--- config.mk ---
export PLATFORM = sky130hd
export DESIGN_NAME = escape_quote_macro_filter
export DESIGN_NICKNAME = d
export VERILOG_FILES = /design/src/escq_pkg.sv /design/src/escq_step.sv /design/src/escq_resq.sv /design/src/escape_quote_macro_filter.sv
export SDC_FILE = /design/constraint.sdc
export NUM_CORES = 1
export LEC_CHECK = 0
export BUFFER_PORTS_ARGS = -buffer_cell sky130_fd_sc_hd__buf_2
export CORE_MARGIN = 8
export CORE_UTILIZATION = 65
export DETAILED_ROUTE_END_ITERATION = 12
export PLACE_DENSITY = 0.86
export SYNTH_ARGS = -nofsm -noshare
export SYNTH_HDL_FRONTEND = slang
export SYNTH_SLANG_ARGS = --single-unit
--- constraint.sdc ---
create_clock -name clk -period 14.3 [get_ports clk]
set_clock_uncertainty 0.15 [all_clocks]
set_input_delay 2.86 -clock clk [delete_from_list [all_inputs] [get_ports clk]]
set_output_delay 2.86 -clock clk [all_outputs]
set_load 0.05 [all_outputs]
--- src/escq_pkg.sv ---
// ----------------------------------------------------------------------------
// escq_pkg
// Types and constants shared by the escape/quote/macro filter.
// ----------------------------------------------------------------------------
`default_nettype none

package escq_pkg;

    // Largest output buffer size honoured by the limit
    localparam int unsigned LINE_MAX = 1024;

    localparam int LIM_W   = 11;
    localparam int BYTE_W  = 8;
    localparam int RES_MAX = 3;

    localparam logic [LIM_W-1:0] LIM_RESET = 11'd256;

    localparam logic [BYTE_W-1:0] CH_DOLLAR = 8'h24;
    localparam logic [BYTE_W-1:0] CH_LPAREN = 8'h28;
    localparam logic [BYTE_W-1:0] CH_LBRACE = 8'h7B;
    localparam logic [BYTE_W-1:0] CH_RPAREN = 8'h29;
    localparam logic [BYTE_W-1:0] CH_RBRACE = 8'h7D;
    localparam logic [BYTE_W-1:0] CH_BSLASH = 8'h5C;
    localparam logic [BYTE_W-1:0] CH_QUOTE  = 8'h27;

    typedef enum logic [1:0] {
        MODE_NORMAL = 2'd0,
        MODE_DOLLAR = 2'd1,
        MODE_NAME   = 2'd2,
        MODE_QUOTE  = 2'd3
    } mode_t;

    typedef struct packed {
        mode_t             mode;
        logic [BYTE_W-1:0] prev;
        logic              esc;
        logic [LIM_W-1:0]  sent;
    } scan_state_t;

    typedef struct packed {
        logic [BYTE_W-1:0] data;
        logic              last;
    } res_entry_t;

    typedef struct packed {
        logic [1:0]                count;
        res_entry_t [RES_MAX-1:0]  ent;
    } res_set_t;

    localparam scan_state_t STATE_RESET = '{
        mode: MODE_NORMAL, prev: '0, esc: 1'b0, sent: '0
    };

endpackage

`default_nettype wire

--- src/escq_step.sv ---
// ----------------------------------------------------------------------------
// escq_step
// Combinational scan step: one input byte to up to three results.
// ----------------------------------------------------------------------------
`default_nettype none

module escq_step (
    input  wire escq_pkg::scan_state_t      st,
    input  wire logic [7:0]                 in_byte,
    input  wire logic                       in_last,
    input  wire logic [10:0]                lim,
    output escq_pkg::scan_state_t           st_next,
    output escq_pkg::res_set_t              res
);
    import escq_pkg::*;

    always_comb
    begin
        scan_state_t      nx;
        res_set_t         r;
        logic             consumed;
        logic             send_a;
        logic             send_b;
        logic [BYTE_W-1:0] byte_a;
        logic [BYTE_W-1:0] byte_b;
        logic [LIM_W:0]   cnt_a;
        logic [LIM_W:0]   cnt_b;
        logic [1:0]       n;

        nx       = st;
        r        = '0;
        consumed = 1'b0;
        send_a   = 1'b0;
        send_b   = 1'b0;
        byte_a   = in_byte;
        byte_b   = in_byte;
        n        = 2'd0;

        // escape handling
        if (st.esc)
        begin
            nx.esc = 1'b0;
        end
        else if (st.mode != MODE_QUOTE && in_byte == CH_BSLASH && st.prev != CH_BSLASH)
        begin
            nx.esc   = 1'b1;
            nx.prev  = CH_BSLASH;
            consumed = 1'b1;
        end

        if (!consumed)
        begin
            unique case (st.mode)
                MODE_NORMAL:
                begin
                    if (in_byte == CH_QUOTE && st.prev != CH_BSLASH)
                        nx.mode = MODE_QUOTE;
                    else if (in_byte == CH_DOLLAR && st.prev != CH_BSLASH)
                        nx.mode = MODE_DOLLAR;
                    else
                        send_a = 1'b1;
                end
                MODE_DOLLAR:
                begin
                    if (in_byte == CH_LPAREN || in_byte == CH_LBRACE)
                    begin
                        nx.mode = MODE_NAME;
                    end
                    else
                    begin
                        nx.mode = MODE_NORMAL;
                        byte_a  = CH_DOLLAR;
                        send_a  = 1'b1;
                        send_b  = 1'b1;
                    end
                end
                MODE_NAME:
                begin
                    if (in_byte == CH_RPAREN || in_byte == CH_RBRACE)
                        nx.mode = MODE_NORMAL;
                end
                MODE_QUOTE:
                begin
                    if (in_byte == CH_QUOTE && st.prev != CH_BSLASH)
                        nx.mode = MODE_NORMAL;
                    else
                        send_a = 1'b1;
                end
                default: ;
            endcase
            nx.prev = in_byte;
        end

        // limited sends: first, then second against the updated count
        cnt_a = {1'b0, st.sent};
        if (send_a && (cnt_a + 1'b1) < {1'b0, lim})
        begin
            r.ent[n] = '{data: byte_a, last: 1'b0};
            n        = n + 2'd1;
            cnt_a    = cnt_a + 1'b1;
        end
        cnt_b = cnt_a;
        if (send_b && (cnt_b + 1'b1) < {1'b0, lim})
        begin
            r.ent[n] = '{data: byte_b, last: 1'b0};
            n        = n + 2'd1;
            cnt_b    = cnt_b + 1'b1;
        end
        nx.sent = cnt_b[LIM_W-1:0];

        // end marker closes the line
        if (in_last)
        begin
            r.ent[n] = '{data: '0, last: 1'b1};
            n        = n + 2'd1;
            nx       = STATE_RESET;
        end

        r.count = n;
        st_next = nx;
        res     = r;
    end

endmodule

`default_nettype wire

--- src/escq_resq.sv ---
// ----------------------------------------------------------------------------
// escq_resq
// Result register: holds up to three results, drains one per cycle while m_tready is high.
// ----------------------------------------------------------------------------
`default_nettype none

module escq_resq (
    input  wire logic                clk,
    input  wire logic                rst_n,
    input  wire logic                load,
    input  wire escq_pkg::res_set_t  res,
    output logic                     free,
    output logic                     m_tvalid,
    input  wire logic                m_tready,
    output logic [7:0]               m_tdata,    // out_byte[7:0]
    output logic                     m_tlast     // out_end
);
    import escq_pkg::*;

    logic [1:0]               count_reg;
    logic [1:0]               count_next;
    res_entry_t [RES_MAX-1:0] ent_reg;
    res_entry_t [RES_MAX-1:0] ent_next;
    logic                     pop;

    assign m_tvalid = (count_reg != 2'd0);
    assign pop      = m_tvalid && m_tready;
    assign free     = (count_reg == 2'd0) || (count_reg == 2'd1 && pop);
    assign m_tdata  = ent_reg[0].data;
    assign m_tlast  = ent_reg[0].last;

    always_comb
    begin
        count_next = count_reg;
        ent_next   = ent_reg;
        if (load)
        begin
            count_next = res.count;
            ent_next   = res.ent;
        end
        else if (pop)
        begin
            count_next = count_reg - 2'd1;
            ent_next[0] = ent_reg[1];
            ent_next[1] = ent_reg[2];
        end
    end

    always_ff @(posedge clk or negedge rst_n)
    begin
        if (!rst_n)
            count_reg <= 2'd0;
        else
            count_reg <= count_next;
    end

    always_ff @(posedge clk)
    begin
        ent_reg <= ent_next;
    end

endmodule

`default_nettype wire

--- src/escape_quote_macro_filter.sv ---
// ----------------------------------------------------------------------------
// escape_quote_macro_filter
// Command-line byte filter: unescapes, strips quotes, drops $(..)/${..}.
// ----------------------------------------------------------------------------
// Usage:
//   s_* : input items, tdata = character, tlast = final character of line.
//   m_* : result items, tdata = filtered character, tlast = end marker
//         (tdata 0). Each input item gives zero to three results.
//   cfg_*: write of out_limit (output buffer size); always ready. Write
//         only while the block is idle.
// Path: an accepted item is held in the input register; once the result
//   register is free, its results load into the result register, from
//   which the first result is shown on m_*.
// Throughput: one item per cycle while each item yields at most one result
//   and m_tready is high; an item with more results holds the result
//   register until they drain, one per cycle on m_* while m_tready is high.
// Stall: with m_tready low the result register holds, the input register
//   keeps one more item, then s_tready drops. Nothing is lost.
// Reset: line state clears, limit returns to 256, both registers empty.
// The end-marker item also returns the line state to its reset value.
// ----------------------------------------------------------------------------
`default_nettype none

module escape_quote_macro_filter (
    input  wire logic        clk,
    input  wire logic        rst_n,
    input  wire logic        s_tvalid,
    output logic             s_tready,
    input  wire logic [7:0]  s_tdata,     // in_byte[7:0]
    input  wire logic        s_tlast,     // in_last
    output logic             m_tvalid,
    input  wire logic        m_tready,
    output logic [7:0]       m_tdata,     // out_byte[7:0]
    output logic             m_tlast,     // out_end
    input  wire logic        cfg_valid,
    output logic             cfg_ready,
    input  wire logic [15:0] cfg_data     // out_limit[10:0], upper bits zero
);
    import escq_pkg::*;

    // limit clamp to the largest honoured buffer size
    localparam logic [LIM_W:0] LIM_CAP =
        (LINE_MAX > 2047) ? 12'd2047 : (LIM_W+1)'(LINE_MAX);

    // input register
    logic              in_vld_reg;
    logic [BYTE_W-1:0] in_byte_reg;
    logic              in_last_reg;

    // line state and effective limit
    scan_state_t       st_reg;
    scan_state_t       st_next;
    logic [LIM_W-1:0]  lim_reg;
    logic [LIM_W-1:0]  lim_next;

    res_set_t          res;
    logic              q_free;
    logic              xfer;

    assign xfer      = in_vld_reg && q_free;
    assign s_tready  = !in_vld_reg || xfer;
    assign cfg_ready = 1'b1;

    // effective limit worked out at write time: min(value, cap), at least 1
    always_comb
    begin
        lim_next = lim_reg;
        if (cfg_valid)
        begin
            if ({1'b0, cfg_data[LIM_W-1:0]} > LIM_CAP)
                lim_next = LIM_CAP[LIM_W-1:0];
            else if (cfg_data[LIM_W-1:0] == '0)
                lim_next = LIM_W'(1);
            else
                lim_next = cfg_data[LIM_W-1:0];
        end
    end

    always_ff @(posedge clk or negedge rst_n)
    begin
        if (!rst_n)
        begin
            in_vld_reg <= 1'b0;
            st_reg     <= STATE_RESET;
            lim_reg    <= LIM_RESET;
        end
        else
        begin
            lim_reg <= lim_next;
            if (s_tvalid && s_tready)
                in_vld_reg <= 1'b1;
            else if (xfer)
                in_vld_reg <= 1'b0;
            if (xfer)
                st_reg <= st_next;
        end
    end

    always_ff @(posedge clk)
    begin
        if (s_tvalid && s_tready)
        begin
            in_byte_reg <= s_tdata;
            in_last_reg <= s_tlast;
        end
    end

    escq_step u_step (
        .st      (st_reg),
        .in_byte (in_byte_reg),
        .in_last (in_last_reg),
        .lim     (lim_reg),
        .st_next (st_next),
        .res     (res)
    );

    escq_resq u_resq (
        .clk      (clk),
        .rst_n    (rst_n),
        .load     (xfer),
        .res      (res),
        .free     (q_free),
        .m_tvalid (m_tvalid),
        .m_tready (m_tready),
        .m_tdata  (m_tdata),
        .m_tlast  (m_tlast)
    );

endmodule

`default_nettype wire

==> results of run 1 <==
synth_stat cells, types with 5 or more instances:
cell	count	area, sq um
and2_1	14	87.58
nand4_1	8	50.05
a22o_1	7	61.31
nor4_1	9	56.30
a31oi_1	6	37.54
xor2_1	6	52.55
o21ai_0	33	165.2
edfxtp_1	28	840.8
xnor2_1	18	157.7
nand3b_1	9	67.56
dfrtp_1	35	875.8
nand2b_1	11	68.82
o211ai_1	8	60.06
nor3_1	17	85.08
ha_1	26	325.3
nand2_1	52	195.2
buf_4	13	97.59
clkbuf_1	13	48.80
and3_1	5	31.28
inv_1	22	82.58
a21o_1	6	45.04
a21oi_1	13	65.06
buf_2	11	55.05
nand3_1	11	55.05
nor2_1	25	93.84
logic make-up after synthesis:
| group | after synthesis | synth area share |
|---|---|---|
| AO/OA/AOI/OAI | 117 | 0.1858 |
| XOR/XNOR | 24 | 0.04604 |
| adder cells (fa/ha/maj) | 27 | 0.07344 |
| buffers and inverters | 62 | 0.06632 |
| flip-flops | 64 | 0.3818 |
| multiplexers | 2 | 0.004385 |
| other | 1 | 0.0008214 |
| AND/OR/NAND/NOR | 195 | 0.2414 |
final cells by class:
cell class	count	area [sq um]	share of cell area
Tap cell	96	120.1	0.02456
Multi-Input combinational cell	366	2522	0.5157
Clock inverter	7	93.84	0.01919
Clock buffer	9	123.9	0.02533
Timing Repair Buffer	38	197.7	0.04042
Sequential cell	64	1743	0.3564
Inverter	24	90.09	0.01842
critical path: cells and delay by family (launching register included):
family | cells | cell delay (ns)
compound gates | 11 | 3.05
buf+inv | 1 | 0.17
simple gates | 10 | 2.12
flops | 1 | 0.64
fa+ha+maj | 5 | 1.48
xor+xnor | 2 | 0.27
power by group through the flow:
| stage | Sequential, mW | Clock, mW | Combinational, mW |
|---|---|---|---|
| floorplan | 0.298 | 0 | 0.445 |
| global placement | 0.325 | 0 | 0.498 |
| detailed placement | 0.328 | 0 | 0.521 |
| CTS | 0.325 | 0.172 | 0.525 |
| global route | 0.335 | 0.181 | 0.582 |
| finish | 0.327 | 0.173 | 0.534 |
routing by layer:
metal	routed length (microns)	track usage
met2	5031	0.3520
met5	0	0
met1	4800	0.3127
met4	260	0.09080
met3	1040	0.05052
worst min path at each step:
stage / from / end / slack [ns]
floorplan: st_reg[15] / st_reg[15] / 0.29
global placement: st_reg[16] / st_reg[16] / 0.31
detailed placement: st_reg[15] / st_reg[15] / 0.31
CTS: st_reg[15] / st_reg[15] / 0.33
global route: st_reg[15] / st_reg[15] / 0.37
finish: st_reg[15] / st_reg[15] / 0.33
==> impl_metrics.yaml, run 1 <==
outcome:
  outcome: "completed"
power_and_ir_drop:
  p_total_mw: 1.033
  seqPwrFrac: 0.317
  power_density_mw_per_mm2: 211.3
  p_leak_nw: 2.008
  p_sw_mw: 0.4912
  pwr-share-clk: 0.167
  combPwrFrac: 0.516
  p_int_mw: 0.5422
  ir_drop_mv: 0.2727
  switching_share: 0.4753
setup_path:
  slowest_stage: "dfrtp_1"
  crit_arrival_ns: 8.08
  r2r-end: "u_resq.m_tdata[1]"
  reg2reg_from: "st_reg[0]"
  crit_path_end_kind: "register"
  startpoint: "st_reg[0]"
  rrSetupSlack_ns: 6.28
  worstPathRequired_ns: 14.36
  path_max_fanout: 14
  slowest_delay_ns: 0.64
  crit_end: "u_resq.m_tdata[1]"
  critPathLaunchType: "register"
  ff2ff_path_depth: 29
  crit_top_cell: "ha_1"
  critPathKind: "register to register"
layout:
  finalNetCount: 559
  mostFrequentLayoutCells: "nand2_1, dfrtp_1, buf_2"
  largest_reg_flops: 22
  mostFrequentLayoutCell: "nand2_1"
  fin_area_sq_mm: 0.004891
  layoutNonFillerInstCount: 604
  area_growth_pct: 7.125
  final_util: 0.7199
  antennaDiodeCount: 0
  fill_cells: 521
  layout-drive-gt1-share: 0.1555
route:
  drt-initial-drc-count: 456
  drc: 0
  antenna_left: 0
  drt_wl_total_mm: 11.13
  vias_per_cell: 6.427
  drtPass1Iterations: 6
  wl_per_cell_microns: 18.43
  vias: 3882
grt:
  grt_pass1_vias: 3717
  grt-ovfl-total: 0
  grt_pass1_wl_mm: 18.38
  antenna_found_initial: 0
  grt_usage: 0.2314
  grt_max_degree: 60
placed_design:
  place_inst: 588
  pre_cts_ws_ns: 6.569
  dp_hpwl_mm: 7.994
  placement.io_buffers: 35
  place_congestion: 0.8873
  placed_cell_area_sq_mm: 0.004673
yosys:
  ys_types: 84
  ys_async_sr_fraction: 0.5625
  avgSynthCellArea_sq_um: 9.280
  yosysSeqAreaShare: 0.3817
  synthFlopType: "dfrtp_1"
  syn-instance-count: 492
  ys_ff_latch: 64
  synth_area_sq_mm: 0.004566
  yosysWarnings: 0
  syn_nets: 548
  synth_edf_count: 28
floorplan:
  die-area_sq_mm: 0.009962
  core_sq_mm: 0.006794
  dieWidth_microns: 99.81
  start_util: 0.6720
  die_h_microns: 99.81
  placementRows: 30
  io_pins: 42
clocking:
  clk_latency_ns: 0.35
  cts_tree: "yes"
  ctsHtreeMaxLevel: 3
  cts_max_path_buffers: 2
  cts_buffers: 9
  cts_root_buf: "clkbuf_8"
  cts_sinks: 64
  clk_pin_slew_ns: 0.08
  cts_resized: 0
  cts_setup_buffers: 0
  holdBufCountCts: 0
timing:
  fin_crit_ns: 8.022
  whs_ns: 0.3276
  grt_setup_unrepaired: "false"
  max_clock_freq_ghz: 0.1247
  hold_viol_final: 0
  setup_viol: 0
  tns_ns: 0
  layout_setup_ws_ns: 6.278
  drv_slew: 0
  max_slew_margin: 0.4349
  finalCritPeriodShare: 0.5610
  worst_pin_slew_ns: 0.8477
flow_run:
  cap_violations: 0
hold_path:
  hp-class: "register to register"
  whs_path_depth: 2
Power figures use the tool's default switching activity.
==> run 2, diff against run 1 <==
- CORE_UTILIZATION: 65 -> 55
- PLACE_DENSITY: 0.86 -> 0.78
- clock period: 14.3 -> 6.6 ns (I/O delays scaled with it)
==> impl_metrics.yaml, run 2 (synthesis gave the netlist of run 1 again) <==
setup_path:
  slowest_stage: "dfrtp_2"
  worst-path-buf-inv: 3
  crit_arrival_ns: 6.23
  rrSetupSlack_ns: 0.43
  critPathLaunchType: "register"
  crit_path_end_kind: "register"
  crit_family: "compound AO/OA/AOI/OAI gates"
  ff2ff_path_depth: 30
  crit_cells: 30
  slowest_delay_ns: 0.44
  worstPathRequired_ns: 6.66
  path_max_fanout: 6
  critPathKind: "register to register"
power_and_ir_drop:
  p_total_mw: 2.338
  p_leak_nw: 2.115
  power_density_mw_per_mm2: 459.2
  ir_drop_mv: 0.5616
route:
  vias_per_cell: 6.144
  wl_per_cell_microns: 17.61
  drtPass1Iterations: 5
  antenna_left: 0
  drt-initial-drc-count: 278
  vias: 3883
  drc: 0
  drt_wl_total_mm: 11.13
timing:
  grt_setup_unrepaired: "false"
  fin_crit_ns: 6.169
  worst_pin_slew_ns: 0.8626
  hold_viol_final: 0
  finalCritPeriodShare: 0.9347
  max_slew_margin: 0.4249
  tns_ns: 0
  drv_slew: 0
  max_clock_freq_ghz: 0.1621
  setup_viol: 0
clocking:
  ctsHtreeMaxLevel: 3
  holdBufCountCts: 0
  cts_tree: "yes"
  cts_root_buf: "clkbuf_8"
  cts_setup_buffers: 0
  clk_latency_ns: 0.35
  cts_buffers: 9
  cts_resized: 0
  cts_sinks: 64
  cts_max_path_buffers: 2
  clk_pin_slew_ns: 0.08
layout:
  mostFrequentLayoutCells: "nand2_1, buf_2, o21ai_0"
  finalNetCount: 578
  mostFrequentLayoutCell: "nand2_1"
  layout-drive-gt1-share: 0.1992
  final_util: 0.6259
  largest_reg_flops: 22
  layoutNonFillerInstCount: 632
  area_growth_pct: 11.51
  antennaDiodeCount: 0
grt:
  grt_pass1_vias: 3889
  grt_max_degree: 61
  grt_pass1_wl_mm: 18.62
  grt-ovfl-total: 0
  grt_usage: 0.2008
  antenna_found_initial: 0
placed_design:
  place_inst: 616
  place_congestion: 0.9863
  placement.io_buffers: 35
  dp_hpwl_mm: 8.112
flow_run:
  cap_violations: 0
floorplan:
  core_sq_mm: 0.008134
  start_util: 0.5613
  die-area_sq_mm: 0.01147
  dieWidth_microns: 107.1
  io_pins: 42
  placementRows: 33
  die_h_microns: 107.1
hold_path:
  hp-class: "register to register"
  whs_path_depth: 2
outcome:
  outcome: "completed"
-- run 2: cell count changes in the layout (fill, tap and decap cells not counted), sizes merged --
cell	delta
buf	+19
inv	+2
clkinv	-1
clkinvlp	-1
-- run 2: worst min-delay path, cell delays in order (launching register included) --
cell,delay [ns]
dfrtp_1,0.34
nand2_1,0.04
o21ai_0,0.06
-- run 2: where the power goes --
group / internal (mW) / total, mW / switching [mW]
clock network: 0.217 / 0.392 / 0.175
registers: 0.586 / 0.676 / 0.0896
logic: 0.449 / 1.27 / 0.820
total: 1.25 / 2.34 / 1.08
-- run 2: cell type report --
| cell class | instances | area (sq um) |
|---|---|---|
| clock inverters | 7 | 102.6 |
| flip-flops and latches | 64 | 1747 |
| inverters | 24 | 90.09 |
| fillers | 651 | 3043 |
| clock buffers | 9 | 123.9 |
| well taps | 105 | 131.4 |
| repair buffers | 57 | 340.3 |
| multi-input cells | 366 | 2556 |
-- run 2: final timing paths --
kind                            start           endpoint
min in group asynchronous       rst_n         lim_reg[7]
hold reg to reg            st_reg[18]         st_reg[18]
hold / removal             st_reg[18]         st_reg[18]
setup reg to reg            st_reg[0]  u_resq.m_tdata[1]
setup / recovery            st_reg[0]  u_resq.m_tdata[1]
max in group asynchronous       rst_n          st_reg[1]
-- run 2: stage by stage --
step | instance area (sq um) | setup slack, ns | hold WS [ns]
2_1_floorplan | 4566 | 0.7014 | 0.2910
3_3_place_gp | 4827 | 0.4231 | 0.3040
3_5_place_dp | 4827 | 0.3635 | 0.3128
4_1_cts | 5054 | 0.2929 | 0.3312
5_1_grt | 5091 | 0.03308 | 0.3467
6_report | 5091 | 0.4309 | 0.3282
-- run 2: layer usage --
| layer | vias to the layer above | global-route usage | wire, microns |
|---|---|---|---|
| met2 | 133 | 0.3182 | 5261 |
| li1 | 1861 | - | - |
| met3 | 16 | 0.03719 | 749 |
| met5 | - | 0 | 0 |
| met4 | 0 | 0.08241 | 196 |
| met1 | 1873 | 0.2634 | 4922 |
==> run 3, diff against run 2 <==
- ABC_AREA: not set -> 1
- CORE_UTILIZATION: 55 -> 54
- PLACE_DENSITY: 0.78 -> 0.77
==> impl_metrics.yaml, run 3 <==
outcome:
  outcome: "completed"
setup_path:
  crit_top_cell: "ha_1"
  crit_path_end_kind: "register"
  slowest_delay_ns: 0.46
  worstPathRequired_ns: 6.65
  crit_family: "simple AND/OR/NAND/NOR gates"
  crit_arrival_ns: 6.08
  critPathLaunchType: "register"
  worst-path-buf-inv: 5
  critPathKind: "register to register"
  slowest_stage: "dfrtp_1"
  path_max_fanout: 12
hold_path:
  hp-class: "register to register"
yosys:
  synth_edf_count: 28
  synth_area_sq_mm: 0.004337
  ys_top_cells_by_area: "dfrtp_1, edfxtp_1, nand2_1"
  syn_nets: 620
  avgSynthCellArea_sq_um: 7.689
  synthFlopType: "dfrtp_1"
  yosysSeqAreaShare: 0.4019
  yosys.cell_count.top_type: "nand2_1"
  ys_ff_latch: 64
  syn-instance-count: 564
  ys_async_sr_fraction: 0.5625
  yosys-top-cells-count: "nand2_1, inv_1, nand3_1"
  yosysTopAreaCellShare: 0.2020
  yosysWarnings: 0
  ys_types: 43
  synth_top_area_cell: "dfrtp_1"
floorplan:
  io_pins: 42
  die-area_sq_mm: 0.01115
  core_sq_mm: 0.007767
  start_util: 0.5583
  dieWidth_microns: 105.6
  die_h_microns: 105.6
  placementRows: 32
grt:
  grt_pass1_wl_mm: 16.88
  grt_usage: 0.1835
  grt-ovfl-total: 0
  grt_max_degree: 37
  grt_pass1_vias: 3666
  antenna_found_initial: 0
clocking:
  cts_root_buf: "clkbuf_8"
  ctsHtreeMaxLevel: 3
  clk_pin_slew_ns: 0.08
  clk_latency_ns: 0.35
  cts_max_path_buffers: 2
  cts_sinks: 64
  cts_tree: "yes"
  cts_buffers: 9
layout:
  area_growth_pct: 9.261
  mostFrequentLayoutCell: "nand2_1"
  finalNetCount: 650
  layout-drive-gt1-share: 0.1336
  mostFrequentLayoutCells: "nand2_1, inv_1, nand3_1"
  multi_input_area_sq_mm: 0.002123
  area.sequential_sq_mm: 0.001743
  antennaDiodeCount: 0
  fill_cells: 700
  largest_reg_flops: 22
timing:
  drv_slew: 0
  worst_pin_slew_ns: 1.054
  grt_setup_unrepaired: "false"
  hold_viol_final: 0
  setup_viol: 0
  max_slew_margin: 0.2947
  finalCritPeriodShare: 0.9133
  tns_ns: 0
  fin_crit_ns: 6.028
  max_clock_freq_ghz: 0.1659
route:
  drtPass1Iterations: 5
  drt-initial-drc-count: 168
  drt_wl_total_mm: 10.13
  vias_per_cell: 5.364
  wl_per_cell_microns: 14.45
  drc: 0
  vias: 3760
  antenna_left: 0
placed_design:
  placement.io_buffers: 35
  place_congestion: 0.8728
  dp_hpwl_mm: 7.368
power_and_ir_drop:
  p_leak_nw: 2.439
  p_total_mw: 2.420
  power_density_mw_per_mm2: 510.8
  ir_drop_mv: 0.4288
flow_run:
  cap_violations: 0
run 3: cell types whose count changed after synthesis, moves of 11 or more:
cell      previous run  this run
nand2_1             52       152
inv_1               22        91
nand3_1             11        56
o21ai_0             33        12
nor2_1              25        45
xnor2_1             18         3
and2_1              14         0
o22ai_1              0        13
nor3_1              17         5
nand2b_1            11         0
run 3: cell type report:
cell class,count,share of cell area
clock buffers,9,0.02614
clock inverters,7,0.009770
inverters,95,0.07526
multi-input cells,385,0.4481
flip-flops and latches,64,0.3678
well taps,102,0.02693
repair buffers,39,0.04595
run 3: kinds of logic after synthesis:
group / after synthesis / share of synthesized area
buffers and inverters: 116 / 0.1125
AO/OA/AOI/OAI: 52 / 0.07502
other: 1 / 0.0008647
XOR/XNOR: 14 / 0.02828
adder cells (fa/ha/maj): 26 / 0.07501
AND/OR/NAND/NOR: 291 / 0.3064
flip-flops: 64 / 0.4019
run 3: stage by stage:
step	cell area, sq um	std cells	hold WS [ns]	setup WS (ns)	utilization
after floorplan	4337	564	0.3029	0.9920	-
after global placement	4523	682	0.3205	0.5310	0.5823
after detailed placement	4523	682	0.3229	0.4425	0.5823
after CTS	4693	698	0.3409	0.3892	0.6042
after global routing	4738	701	0.3684	0.1177	0.6100
final	4738	701	0.3439	0.5724	0.6100
run 3: routing by layer:
layer	GRT usage	up-vias	share of wire
li1	-	1881	-
met1	0.2082	1747	0.41
met2	0.3309	112	0.51
met3	0.04141	20	0.054
met4	0.06332	0	0.021
met5	0	-	0
run 3: path summary, 6_finish.rpt:
| kind | end | slack, ns | start | cells past startpoint |
|---|---|---|---|---|
| max reg2reg | u_resq.ent_reg[11] | 0.57 | st_reg[0] | 33 |
| max | u_resq.ent_reg[11] | 0.57 | st_reg[0] | 33 |
| min reg2reg | st_reg[16] | 0.34 | st_reg[16] | 2 |
| min in group asynchronous | in_vld_reg | 0.93 | rst_n | 1 |
| max in group asynchronous | lim_reg[9] | 4.85 | rst_n | 1 |
| min | st_reg[16] | 0.34 | st_reg[16] | 2 |
run 3: power breakdown:
part           leakage [nW]  internal, mW  total, mW  switching, mW
Sequential            0.747         0.579      0.676         0.0966
Combinational          1.61         0.466       1.44          0.972
Clock                0.0830         0.135      0.307          0.171
run 3: what timing repair did:
action,4_1_cts,5_1_grt
hold buffers,0,0
hold endpoints to repair,0,0
resized for setup,0,2
setup endpoints to repair,0,10
buffers inserted,0,2
run 3: worst reg2reg max path, delay by kind of cell (launching register included):
kind | cells | cell delay (ns)
flops | 1 | 0.46
compound gates | 2 | 0.46
fa+ha+maj | 5 | 1.22
buf+inv | 5 | 0.65
xor+xnor | 2 | 0.51
simple gates | 19 | 2.43
